## src/rtl/pfs_pkg.sv

```systemverilog
// ----------------------------------------------------------------------------
// pfs_pkg
// Types and codes shared by the pusher fire sequencer modules.
// ----------------------------------------------------------------------------
package pfs_pkg;

    typedef enum logic [2:0] {
        SQ_IDLE   = 3'd0,
        SQ_A2B    = 3'd1,
        SQ_DETECT = 3'd2,
        SQ_BREADY = 3'd3,
        SQ_B2C    = 3'd4,
        SQ_C2L    = 3'd5
    } seq_state_t;

    typedef enum logic [1:0] {
        PT_L = 2'd0,
        PT_A = 2'd1,
        PT_B = 2'd2,
        PT_C = 2'd3
    } point_t;

    typedef enum logic [1:0] {
        FS_NOT_READY = 2'd0,
        FS_READY     = 2'd1,
        FS_END_B     = 2'd2,
        FS_END_C     = 2'd3
    } fire_stat_t;

    typedef enum logic [2:0] {
        REG_CURRENT_THRESHOLD = 3'd0,
        REG_CONFIRM_TICKS     = 3'd1,
        REG_DEBOUNCE_MS       = 3'd2,
        REG_MOVE_A_TO_B_MS    = 3'd3,
        REG_DETECT_TIMEOUT_MS = 3'd4,
        REG_MOVE_B_TO_C_MS    = 3'd5,
        REG_MOVE_C_TO_L_MS    = 3'd6
    } reg_index_t;

    localparam int CUR_W    = 16;
    localparam int THR_W    = 15;
    localparam int CNT_W    = 3;
    localparam int MS_W     = 16;
    localparam int CFG_IDX_W = 3;
    localparam int CFG_W    = 16;
    localparam int IN_W     = 88;
    localparam int OUT_W    = 16;

endpackage

```

## src/rtl/pusher_fire_sequencer.sv

```systemverilog
// ----------------------------------------------------------------------------
// pusher_fire_sequencer
// Fire debounce, pusher stroke sequencer, shot confirm and load staging.
// ----------------------------------------------------------------------------
// Output: a result beat is registered and appears in the cycle after its input beat is accepted.
// Throughput: one beat per cycle; the output register frees up when taken,
// so s_tready stays high while the result register is empty or being read.
// Reset: aresetn low clears sequencer state, timers and the result register
// valid, and loads every configuration register with its default value.
module pusher_fire_sequencer
    import pfs_pkg::*;
#(
    parameter int TIME_BITS = 32
) (
    input  logic                 aclk,
    input  logic                 aresetn,
    input  logic                 s_tvalid,
    output logic                 s_tready,
    // [31:0] now_ms, [32] fire_raw, [48:33] current_upper_left,
    // [64:49] current_upper_right, [80:65] current_lower, [81] load_done
    input  logic [IN_W-1:0]      s_tdata,
    output logic                 m_tvalid,
    input  logic                 m_tready,
    // [1:0] target_point, [2] move_command, [3] load_request, [5:4] stroke_point,
    // [7:6] fire_status, [8] shot_flag, [11:9] sequence_state
    output logic [OUT_W-1:0]     m_tdata,
    input  logic                 cfg_valid,
    output logic                 cfg_ready,
    input  logic [CFG_IDX_W-1:0] cfg_index,
    input  logic [CFG_W-1:0]     cfg_data
);

    logic [THR_W-1:0] thr_reg;
    logic [CNT_W-1:0] confirm_reg;
    logic [MS_W-1:0]  debounce_reg;
    logic [MS_W-1:0]  a2b_reg;
    logic [MS_W-1:0]  detect_reg;
    logic [MS_W-1:0]  b2c_reg;
    logic [MS_W-1:0]  c2l_reg;

    seq_state_t       state_reg, state_next;
    logic [TIME_BITS-1:0] state_start_reg, state_start_next;
    logic [TIME_BITS-1:0] deb_start_reg, deb_start_next;
    logic             deb_armed_reg, deb_armed_next;
    logic             prev_fire_reg;
    point_t           stroke_reg, stroke_next;
    point_t           target_reg, target_next;
    fire_stat_t       fstat_reg, fstat_next;
    logic             shot_reg, shot_next;
    logic             load_req_reg, load_req_next;
    logic             move;
    logic             pulse;

    logic             m_valid_reg;
    logic [OUT_W-1:0] m_data_reg, m_data_next;

    logic                    accept;
    logic [TIME_BITS-1:0]    now_t;
    logic                    fire;
    logic signed [CUR_W-1:0] cur_ul, cur_ur, cur_lo;
    logic                    done;
    logic [TIME_BITS-1:0]    state_elapsed, deb_elapsed;
    logic                    confirmed;

    assign now_t  = s_tdata[TIME_BITS-1:0];
    assign fire   = s_tdata[32];
    assign cur_ul = $signed(s_tdata[48:33]);
    assign cur_ur = $signed(s_tdata[64:49]);
    assign cur_lo = $signed(s_tdata[80:65]);
    assign done   = s_tdata[81];

    assign s_tready  = !m_valid_reg || m_tready;
    assign accept    = s_tvalid && s_tready;
    assign m_tvalid  = m_valid_reg;
    assign m_tdata   = m_data_reg;
    assign cfg_ready = 1'b1;

    assign state_elapsed = now_t - state_start_reg;
    assign deb_elapsed   = now_t - deb_start_reg;

    pfs_shot_detect u_shot (
        .aclk          (aclk),
        .aresetn       (aresetn),
        .en            (accept && (state_reg == SQ_DETECT)),
        .cur_ul        (cur_ul),
        .cur_ur        (cur_ur),
        .cur_lo        (cur_lo),
        .threshold     (thr_reg),
        .confirm_ticks (confirm_reg),
        .confirmed     (confirmed)
    );

    always_comb begin
        deb_armed_next = deb_armed_reg;
        deb_start_next = deb_start_reg;
        pulse          = 1'b0;
        if (fire) begin
            if (!prev_fire_reg) begin
                deb_start_next = now_t;
                deb_armed_next = 1'b1;
            end else if (deb_armed_reg && (deb_elapsed >= TIME_BITS'(debounce_reg))) begin
                pulse          = 1'b1;
                deb_armed_next = 1'b0;
            end
        end else begin
            deb_armed_next = 1'b0;
        end
    end

    always_comb begin
        state_next = state_reg;
        case (state_reg)
            SQ_IDLE: begin
                if (stroke_reg == PT_A && fstat_reg == FS_READY && pulse)
                    state_next = SQ_A2B;
            end
            SQ_A2B: begin
                if (state_elapsed >= TIME_BITS'(a2b_reg))
                    state_next = SQ_DETECT;
            end
            SQ_DETECT: begin
                if (confirmed)
                    state_next = SQ_BREADY;
                else if (state_elapsed >= TIME_BITS'(detect_reg))
                    state_next = SQ_B2C;
            end
            SQ_BREADY: begin
                if (pulse)
                    state_next = SQ_B2C;
            end
            SQ_B2C: begin
                if (state_elapsed >= TIME_BITS'(b2c_reg))
                    state_next = SQ_C2L;
            end
            SQ_C2L: begin
                if (state_elapsed >= TIME_BITS'(c2l_reg))
                    state_next = SQ_IDLE;
            end
            default: state_next = SQ_IDLE;
        endcase
    end

    always_comb begin
        stroke_next      = stroke_reg;
        target_next      = target_reg;
        fstat_next       = fstat_reg;
        shot_next        = shot_reg;
        load_req_next    = load_req_reg;
        state_start_next = state_start_reg;
        move             = 1'b0;
        case (state_reg)
            SQ_IDLE: begin
                if (state_next == SQ_A2B) begin
                    target_next      = PT_B;
                    move             = 1'b1;
                    state_start_next = now_t;
                end
            end
            SQ_A2B: begin
                if (state_next == SQ_DETECT) begin
                    stroke_next      = PT_B;
                    state_start_next = now_t;
                end
            end
            SQ_DETECT: begin
                if (confirmed) begin
                    shot_next  = 1'b1;
                    fstat_next = FS_END_B;
                end else if (state_next == SQ_B2C) begin
                    target_next      = PT_C;
                    move             = 1'b1;
                    state_start_next = now_t;
                end
            end
            SQ_BREADY: begin
                if (pulse) begin
                    target_next      = PT_C;
                    move             = 1'b1;
                    state_start_next = now_t;
                end
            end
            SQ_B2C: begin
                if (state_next == SQ_C2L) begin
                    stroke_next      = PT_C;
                    fstat_next       = FS_END_C;
                    target_next      = PT_L;
                    move             = 1'b1;
                    state_start_next = now_t;
                end
            end
            SQ_C2L: begin
                if (state_next == SQ_IDLE) begin
                    stroke_next      = PT_L;
                    shot_next        = 1'b0;
                    fstat_next       = FS_READY;
                    state_start_next = '0;
                end
            end
            default: state_start_next = '0;
        endcase

        if (stroke_next == PT_L)
            load_req_next = 1'b1;
        if (done) begin
            load_req_next = 1'b0;
            target_next   = PT_A;
            move          = 1'b1;
            stroke_next   = PT_A;
            fstat_next    = FS_READY;
        end

        m_data_next = {4'b0000, state_next, shot_next, fstat_next, stroke_next,
                       load_req_next, move, target_next};
    end

    always_ff @(posedge aclk) begin
        if (!aresetn) begin
            state_reg       <= SQ_IDLE;
            state_start_reg <= '0;
            deb_start_reg   <= '0;
            deb_armed_reg   <= 1'b0;
            prev_fire_reg   <= 1'b0;
            stroke_reg      <= PT_L;
            target_reg      <= PT_L;
            fstat_reg       <= FS_NOT_READY;
            shot_reg        <= 1'b0;
            load_req_reg    <= 1'b0;
            m_valid_reg     <= 1'b0;
        end else begin
            if (accept) begin
                state_reg       <= state_next;
                state_start_reg <= state_start_next;
                deb_start_reg   <= deb_start_next;
                deb_armed_reg   <= deb_armed_next;
                prev_fire_reg   <= fire;
                stroke_reg      <= stroke_next;
                target_reg      <= target_next;
                fstat_reg       <= fstat_next;
                shot_reg        <= shot_next;
                load_req_reg    <= load_req_next;
                m_valid_reg     <= 1'b1;
            end else if (m_tready) begin
                m_valid_reg <= 1'b0;
            end
        end
    end

    always_ff @(posedge aclk) begin
        if (accept)
            m_data_reg <= m_data_next;
    end

    always_ff @(posedge aclk) begin
        if (!aresetn) begin
            thr_reg      <= THR_W'(2000);
            confirm_reg  <= CNT_W'(5);
            debounce_reg <= MS_W'(300);
            a2b_reg      <= MS_W'(1000);
            detect_reg   <= MS_W'(1000);
            b2c_reg      <= MS_W'(1000);
            c2l_reg      <= MS_W'(1000);
        end else if (cfg_valid && cfg_ready) begin
            case (cfg_index)
                REG_CURRENT_THRESHOLD: thr_reg      <= cfg_data[THR_W-1:0];
                REG_CONFIRM_TICKS:     confirm_reg  <= cfg_data[CNT_W-1:0];
                REG_DEBOUNCE_MS:       debounce_reg <= cfg_data;
                REG_MOVE_A_TO_B_MS:    a2b_reg      <= cfg_data;
                REG_DETECT_TIMEOUT_MS: detect_reg   <= cfg_data;
                REG_MOVE_B_TO_C_MS:    b2c_reg      <= cfg_data;
                REG_MOVE_C_TO_L_MS:    c2l_reg      <= cfg_data;
                default: ;
            endcase
        end
    end

    a_result_follows: assert property (@(posedge aclk) disable iff (!aresetn)
        (s_tvalid && s_tready) |=> m_tvalid)
        else $error("accepted beat produced no result");

    a_idle_timer_clear: assert property (@(posedge aclk) disable iff (!aresetn)
        (state_reg == SQ_IDLE) |-> (state_start_reg == '0))
        else $error("idle with running state timer");

    a_shot_in_late_phase: assert property (@(posedge aclk) disable iff (!aresetn)
        shot_reg |-> (state_reg == SQ_BREADY || state_reg == SQ_B2C
                      || state_reg == SQ_C2L))
        else $error("shot flag set outside post-detect phases");

endmodule

```

## src/rtl/pfs_shot_detect.sv

```systemverilog
// ----------------------------------------------------------------------------
// pfs_shot_detect
// Wheel current compare and saturating over-threshold run counter.
// ----------------------------------------------------------------------------
module pfs_shot_detect
    import pfs_pkg::*;
(
    input  logic                     aclk,
    input  logic                     aresetn,
    input  logic                     en,
    input  logic signed [CUR_W-1:0]  cur_ul,
    input  logic signed [CUR_W-1:0]  cur_ur,
    input  logic signed [CUR_W-1:0]  cur_lo,
    input  logic [THR_W-1:0]         threshold,
    input  logic [CNT_W-1:0]         confirm_ticks,
    output logic                     confirmed
);

    logic [CNT_W-1:0]        over_count_reg;
    logic [CNT_W-1:0]        over_count_next;
    logic signed [CUR_W+1:0] sum;
    logic [THR_W+1:0]        mean_limit;
    logic signed [CUR_W-1:0] thr_s;
    logic                    over;
    logic [CNT_W:0]          run;

    // mean = trunc(sum / 3) > thr  <=>  sum >= 3 * thr + 3  (thr is non-negative)
    assign sum = (CUR_W+2)'(cur_ul) + (CUR_W+2)'(cur_ur) + (CUR_W+2)'(cur_lo);
    assign mean_limit = {2'b00, threshold} + {1'b0, threshold, 1'b0} + (THR_W+2)'(3);
    assign thr_s = $signed({1'b0, threshold});

    assign over = (sum >= $signed({1'b0, mean_limit})) || (cur_lo > thr_s)
                  || (cur_ul > thr_s) || (cur_ur > thr_s);

    assign run = over ? ({1'b0, over_count_reg} + (CNT_W+1)'(1)) : '0;
    assign confirmed = (run >= {1'b0, confirm_ticks});
    assign over_count_next = confirmed ? confirm_ticks : run[CNT_W-1:0];

    always_ff @(posedge aclk) begin
        if (!aresetn) begin
            over_count_reg <= '0;
        end else if (en) begin
            over_count_reg <= over_count_next;
        end
    end

endmodule
```

## config.mk

```make
export PLATFORM = sky130hd
export DESIGN_NAME = pusher_fire_sequencer
export DESIGN_NICKNAME = d
export VERILOG_FILES = /design/src/rtl/pfs_pkg.sv /design/src/rtl/pusher_fire_sequencer.sv /design/src/rtl/pfs_shot_detect.sv
export SDC_FILE = /design/constraint.sdc
export NUM_CORES = 1
export LEC_CHECK = 0
export ABC_AREA = 1
export BUFFER_PORTS_ARGS = -buffer_cell sky130_fd_sc_hd__buf_2
export CAP_MARGIN = 0
export CORE_ASPECT_RATIO = 2
export CORE_MARGIN = 3
export CORE_UTILIZATION = 50
export DETAILED_ROUTE_END_ITERATION = 12
export GPL_TIMING_DRIVEN = 0
export PLACE_DENSITY = 0.71
export SLEW_MARGIN = 20
export SYNTH_ARGS = -nofsm -noshare
export SYNTH_HDL_FRONTEND = slang
export SYNTH_SLANG_ARGS = --single-unit
```

## constraint.sdc

```tcl
create_clock -name aclk -period 5.3 [get_ports aclk]
set_input_delay 0.795 -clock aclk [delete_from_list [all_inputs] [get_ports aclk]]
set_output_delay 0.795 -clock aclk [all_outputs]
set_load 0.01 [all_outputs]
```

Word-level counts from Yosys, hierarchy flattened
Cells that the tools add are included.
{"block": "classes", "muxes": 54, "bitwise": 1, "magnitude_cmp": 10, "n_addsub": 7, "eq_ne": 25, "reduce_logical": 25}
{"cell": "2-to-1 mux 32 bit", "n": 7}
{"cell": "one-hot mux 32 bit (6 select lines)", "n": 1}
{"cell": ">= comparator 32 x 16 -> 1 bit", "n": 5}
{"cell": "subtractor 32 bit", "n": 2}
{"cell": "greater-than comparator 16 bit", "n": 3}
{"cell": "2-to-1 mux 2 bit", "n": 14}
{"cell": "2-to-1 mux 3 bit", "n": 8}
{"cell": "equality test 3 bit, second input constant", "n": 7}
{"cell": "adder 17 x 16 -> 18 bit", "n": 1}
{"cell": ">= comparator 18 bit", "n": 1}
{"cell": "one-hot mux 3 bit (6 select lines)", "n": 1}
{"cell": "adder 15 x 16 -> 17 bit", "n": 1}
{"cell": "adder 16 x 16 -> 17 bit", "n": 1}
{"cell": "adder 17 x 2 -> 17 bit, second input constant", "n": 1}
{"cell": "2-to-1 mux 1 bit", "n": 17}
{"cell": "AND reduction 2 bit", "n": 8}
{"cell": "equality test 3 x 2 -> 1 bit, second input constant", "n": 5}
{"cell": "inequality test 2 bit, second input constant", "n": 6}
{"cell": "one-hot mux 2 bit (3 select lines)", "n": 2}
{"cell": "equality test 3 x 1 -> 1 bit, second input constant", "n": 3}
{"cell": "zero test 3 bit", "n": 3}
{"cell": "one-hot mux 2 bit (4 select lines)", "n": 1}
{"cell": "AND reduction 8 bit", "n": 1}
{"cell": "logical AND 1 bit", "n": 5}
{"cell": "other kinds (14)", "n": 18}
{"block": "word_totals", "input_bits": 112, "output_inout_bits": 19, "regBits": 191, "elab_cells": 143}

Depth between registers and ports, before layout
{"block": "depth", "depth_word": 16, "depth_mapped": 46}

Hierarchy
A second synthesis with hierarchy kept.
{"block": "unflattened", "cells_unflattened": 2797, "area_unflattened_um2": 18152.4}
{"mod": "pusher_fire_sequencer", "n_inst": 1, "seq_area_each_um2": 3883.7, "area_per_inst_um2": 14526.4, "cells_per_inst": 2303}
{"mod": "pfs_shot_detect", "n_inst": 1, "seq_area_each_um2": 60.1, "area_per_inst_um2": 3626.0, "cells_per_inst": 494}

Worst setup path before layout
No wires, ideal clock.
{"block": "synth_path", "path_type": "input-to-reg", "start": "in s_tdata[36]", "end": "reg state_start_reg[0]", "slack_ns": -0.310, "setup_ns": 0.141, "required_time_ns": 5.159, "arrival_time_ns": 5.469, "stages": 41, "path_cell_list": "fa_1 > ha_1 > a21oi_1 > nand2_1 > a21oi_1 > nor2_1 > nor2_1 > o21bai_1 > a21oi_1 > inv_1 > nand3_1 > nand2_1 > nand3_1 > nand2_1 > xor2_1 > ha_1 > nand2_1 > nor2_1 > [... 5 more ...] > nand2_1 > nand2_1 > nand2_1 > nand2_1 > ha_1 > o21ai_0 > nand2_1 > a21oi_1 > nand2_1 > inv_2 > nand2_1 > nand2_1 > nand2_1 > nor2_1 > nand3_4 > buf_2 > a21oi_1 > nor3_2"}
{"block": "synth_between", "elab_chain_len": 13, "elab_cells_between_ends": 23, "classes_between": "2 x add/sub; 3 x order compare; 10 x eq/ne; 3 x mux; 5 x reduce/logical"}
{"element": "start, declared", "line": "pusher_fire_sequencer.sv:21", "text": "input logic [IN_W-1:0] s_tdata,"}
{"element": "adder 16 x 16 -> 17 bit", "line": "pfs_shot_detect.sv:28", "text": "assign sum = (CUR_W+2)'(cur_ul) + (CUR_W+2)'(cur_ur) + (CUR_W+2)'(cur_lo);"}
{"element": "adder 17 x 16 -> 18 bit", "line": "pfs_shot_detect.sv:28"}
{"element": ">= comparator 18 bit", "line": "pfs_shot_detect.sv:32", "text": "assign over = (sum >= $signed({1'b0, mean_limit})) || (cur_lo > thr_s)"}
{"element": "logical OR 1 bit", "line": "pfs_shot_detect.sv:32"}
{"element": "logical OR 1 bit (*) (2 in a row)", "line": "pfs_shot_detect.sv:33", "text": "|| (cur_ul > thr_s) || (cur_ur > thr_s);"}
{"element": "2-to-1 mux 4 bit (*)", "line": "pfs_shot_detect.sv:35", "text": "assign run = over ? ({1'b0, over_count_reg} + (CNT_W+1)'(1)) : '0;"}
{"element": ">= comparator 4 x 3 -> 1 bit (*)", "line": "pfs_shot_detect.sv:36", "text": "assign confirmed = (run >= {1'b0, confirm_ticks});"}
{"element": "2-to-1 mux 3 bit", "line": "pusher_fire_sequencer.sv:122", "text": "if (confirmed)"}
{"element": "one-hot mux 3 bit (6 select lines)", "line": "pusher_fire_sequencer.sv:112", "text": "case (state_reg)"}
{"element": "equality test 3 bit (tied with other cells)", "line": "pusher_fire_sequencer.sv:183", "text": "if (state_next == SQ_C2L) begin"}
{"element": "inequality test 2 bit (no line) or inequality test 2 x 1 -> 1 bit (tied branches)"}
{"element": "AND reduction 8 bit (no line) (*)"}
{"element": "end signal, assigned", "line": "pusher_fire_sequencer.sv:232", "text": "state_start_reg <= state_start_next;"}
{"element": "end, declared", "line": "pusher_fire_sequencer.sv:42", "text": "logic [TIME_BITS-1:0] state_start_reg, state_start_next;"}
Mark *: on every way between the ends. The rest lies on a longest branch, timed or not.
A chain may end at the register's enable or synchronous reset.

Worst setup path after layout
{"block": "layout_path", "start": "in s_tdata[35]", "end": "reg state_start_reg[31]"}
The elaborated chain is that of the path after synthesis.

==> metrics.csv <==
stage;metric;value;unit
run_status;status;complete, but fails checks;
run_status;failed_checks;negative setup slack;
synth;synth_flop_cell;dfxtp_1;
die;core-area;35800;µm²
clocking;clkTransAtPathRegs;0.08;ns
place;dp_cells;3387;
global_routing;grt_pass1_vias;18700;
sta;worstMarginPinSlew;1.30;ns
sta;drv_slew;0;
final_layout;stdcell_area;21100;µm²
synth;synth-edff-count;12;
power;switching_share;44.0;%
critical_path;path_class;input port to flop;
clocking;cts.path.max_buffers;2;
power;ir_worst_vdd;0.204;mV
place;dpl_cell_area;19400;µm²
worst_hold_path;hold_class;flop to flop;
synth;yosys.area.top_type;dfxtp_1;
final_layout;diodes;0;
synth;ys_async_sr_fraction;0;%
synth;yosysWarnings;0;
sta;setup_tns;-17.04;ns
global_routing;grt_most_used_layer;met2;
route;routed_wl;62400;µm
critical_path;crit_arrival;6.16;ns
synth;ys_ff_latch;191;
critical_path;endpoint_kind;flop;
die;start_util;50.6;%
final_layout;nets;3385;
synth;ys_seq_area_share;21.8;%
final_layout;syn2layout_area_growth;16.2;%
route;drt_pass1_iterations;6;
power;power_frac_clock;23.7;%
clocking;htree_num_levels;4;
sta;rsz0062_at_grt;yes;
route;drc;0;
critical_path;critPathLaunchType;input port;
critical_path;crit_top_cell;nand2_2;
critical_path;crit_family;simple AND/OR/NAND/NOR gates;
sta;setup_viol;47;
power;seq_power_share;27.1;%
power;power_density;276;nW/µm²
place;hpwlAfterDp;51500;µm
sta;hold_viol;0;
synth;netlist_area;18100;µm²
place;place_ws;-1.40;ns
power;intPower;0.00326;W
route;ant_nets;0;
global_routing;grt.met2_usage;61.4;%
place;place.gp.congestion;0.979;
die;dieWidth;141;µm
clocking;root_buffer;clkbuf_16;
global_routing;antenna_found_initial;1;
route;drtIter0Drc;781;
power;switchingPower;0.00256;W
worst_hold_path;hold_depth;2;
route;vias;18900;
clocking;clkLatencyLatePin;0.47;ns
critical_path;r2r_cells;41;
synth;synth_common_cells;740 x nand2_1, 540 x inv_1, 282 x a21oi_1;
sta;finalCritPeriodShare;109;%
critical_path;r2r-start;thr_reg[2]$_SDFFE_PN0P_;
power;power_frac_comb;49.2;%
sta;skew;0.0181;ns
route;wire_per_inst;18.0;µm
critical_path;worst-path-max-fanout;5;
sta;clock.fmax;173;MHz
die;core.rowCount;98;
critical_path;critPathBufInv;5;
sta;fin_crit;5.78;ns
clocking;cts_tree;done;
final_layout;drive_above_1_share;13.6;%
final_layout;fin_cells;3464;
global_routing;grt_pass1_wl;95400;µm
synth;yosysMostFrequentCell;nand2_1;
clocking;numCtsBuffers;17;
synth;synth_cells;2816;
final_layout;final_util;58.8;%
synth;synthTopCellsByArea;dfxtp_1 20%, ha_1 17%, nand2_1 15%;
global_routing;grt_usage;31.8;%
global_routing;grt_util_met3;4.61;%
flow_run;maxCapViolCount;0;
die;die_h;275;µm
clocking;clock_sinks;191;
critical_path;r2r_slack;-0.35;ns
global_routing;grt_util_met1;26.9;%
die;io_pins;131;
synth;synthDominantCellAreaShare;19.8;%
critical_path;required;5.68;ns
critical_path;reg2reg_to;state_start_reg[31]$_SDFFE_PN0P_;
clocking;cts_hold_buf;0;
worst_hold_path;hold_end;deb_start_reg[27]$_SDFFE_PN0P_;
critical_path;crit_path_top_delay_cell;fa_2;
critical_path;cpPeakStageDelay;0.61;ns
route;vias_per_cell;5.45;
sta;setup_ws;-0.478;ns
final_layout;fill_cells;3509;
power;leakagePower;10.8;nW
die;die_area;38700;µm²
global_routing;grt_overflow_total;0;
synth;avgSynthCellArea;6.44;µm²
place;io_buffers;118;
global_routing;grt_max_degree;22;
worst_hold_path;worstHoldStart;deb_start_reg[27]$_SDFFE_PN0P_;
synth;synth_cell_type_count;47;
sta;relSlewSlack;13.3;%
==> metal layers <==
layer	part of all wire (%)	vias to the layer above
met3	3.8	307
li1	-	9424
met1	32	8549
met2	53	591
met4	12	2
met5	0.029	-
==> metrics by stage <==
stage          hold slack [ns]  power, W
2_1_floorplan            0.433   0.00339
3_3_place_gp             0.443   0.00409
3_5_place_dp             0.452   0.00417
4_1_cts                  0.463   0.00569
5_1_grt                  0.474   0.00623
6_report                 0.458   0.00582
==> cells by family (layout without fill, tap and decap cells) <==
group           count (synthesis)  in the layout  share of synthesized area, %
simple gates                 1173           1174                          27.7
flops                         191            191                          21.8
buf+inv                       607            801                          12.8
compound gates                513            513                          15.3
fa+ha+maj                     272            272                          19.6
other cells                     2              5                        0.0414
xor+xnor                       58             58                          2.80
==> worst reg2reg max path: cells and delay by family (launching register included) <==
kind                       cells  cell delay, ns
DFF                            1            0.36
buffers and inverters          3            0.38
xor gates and xnor gates       1            0.12
AOI/OAI and AO/OA             11            1.55
and+or+nand+nor               22            2.03
adders and majority gates      4            1.16
==> cell type report <==
cell class,count,area [µm²],share of cell area [%]
multi-input cells,2022,12500,59.4
flip-flops and latches,191,3950,18.7
inverters,553,2080,9.87
repair buffers,162,1050,4.99
well taps,450,563,2.67
clock buffers,19,464,2.20
plain buffers,54,293,1.39
clock inverters,13,158,0.748
==> cells in the final DEF, fill, tap and decap left out, types with 45 or more instances in the layout <==
| cell | n |
|---|---|
| a21oi_1 | 239 |
| buf_2 | 116 |
| dfxtp_1 | 178 |
| ha_1 | 249 |
| inv_1 | 514 |
| nand2_1 | 696 |
| nand3_1 | 100 |
| nand4_1 | 53 |
| nor2_1 | 174 |
| o21ai_0 | 141 |
| xor2_1 | 45 |
==> what timing repair did <==
action	CTS	global route
pin swaps	37	27
buffers inserted	29	10
endpoints found under the setup margin	54	58
gates resized for setup	103	102
gates cloned	7	0
hold endpoints to repair	0	0
==> worst max path at each step <==
stage                            from                                to  slack, ns  depth (start not counted)
after floorplan           s_tdata[68]   state_start_reg[1]$_SDFFE_PN0P_      -0.20                         43
after global placement    s_tdata[34]  state_start_reg[30]$_SDFFE_PN0P_      -1.34                         38
after detailed placement  s_tdata[34]  state_start_reg[30]$_SDFFE_PN0P_      -1.40                         38
after CTS                 s_tdata[36]  state_start_reg[30]$_SDFFE_PN0P_      -0.43                         43
after global routing      s_tdata[66]  state_start_reg[31]$_SDFFE_PN0P_      -0.79                         46
final                     s_tdata[35]  state_start_reg[31]$_SDFFE_PN0P_      -0.48                         44
==> power groups by stage <==
stage / clock (W) / combinational, W / sequential, W
floorplan: 0 / 0.00179 / 0.00161
global placement: 0 / 0.00249 / 0.00161
detailed placement: 0 / 0.00256 / 0.00161
CTS: 0.00138 / 0.00273 / 0.00158
global route: 0.00144 / 0.00321 / 0.00159
finish: 0.00138 / 0.00286 / 0.00158
Power figures use the tool's default switching activity.
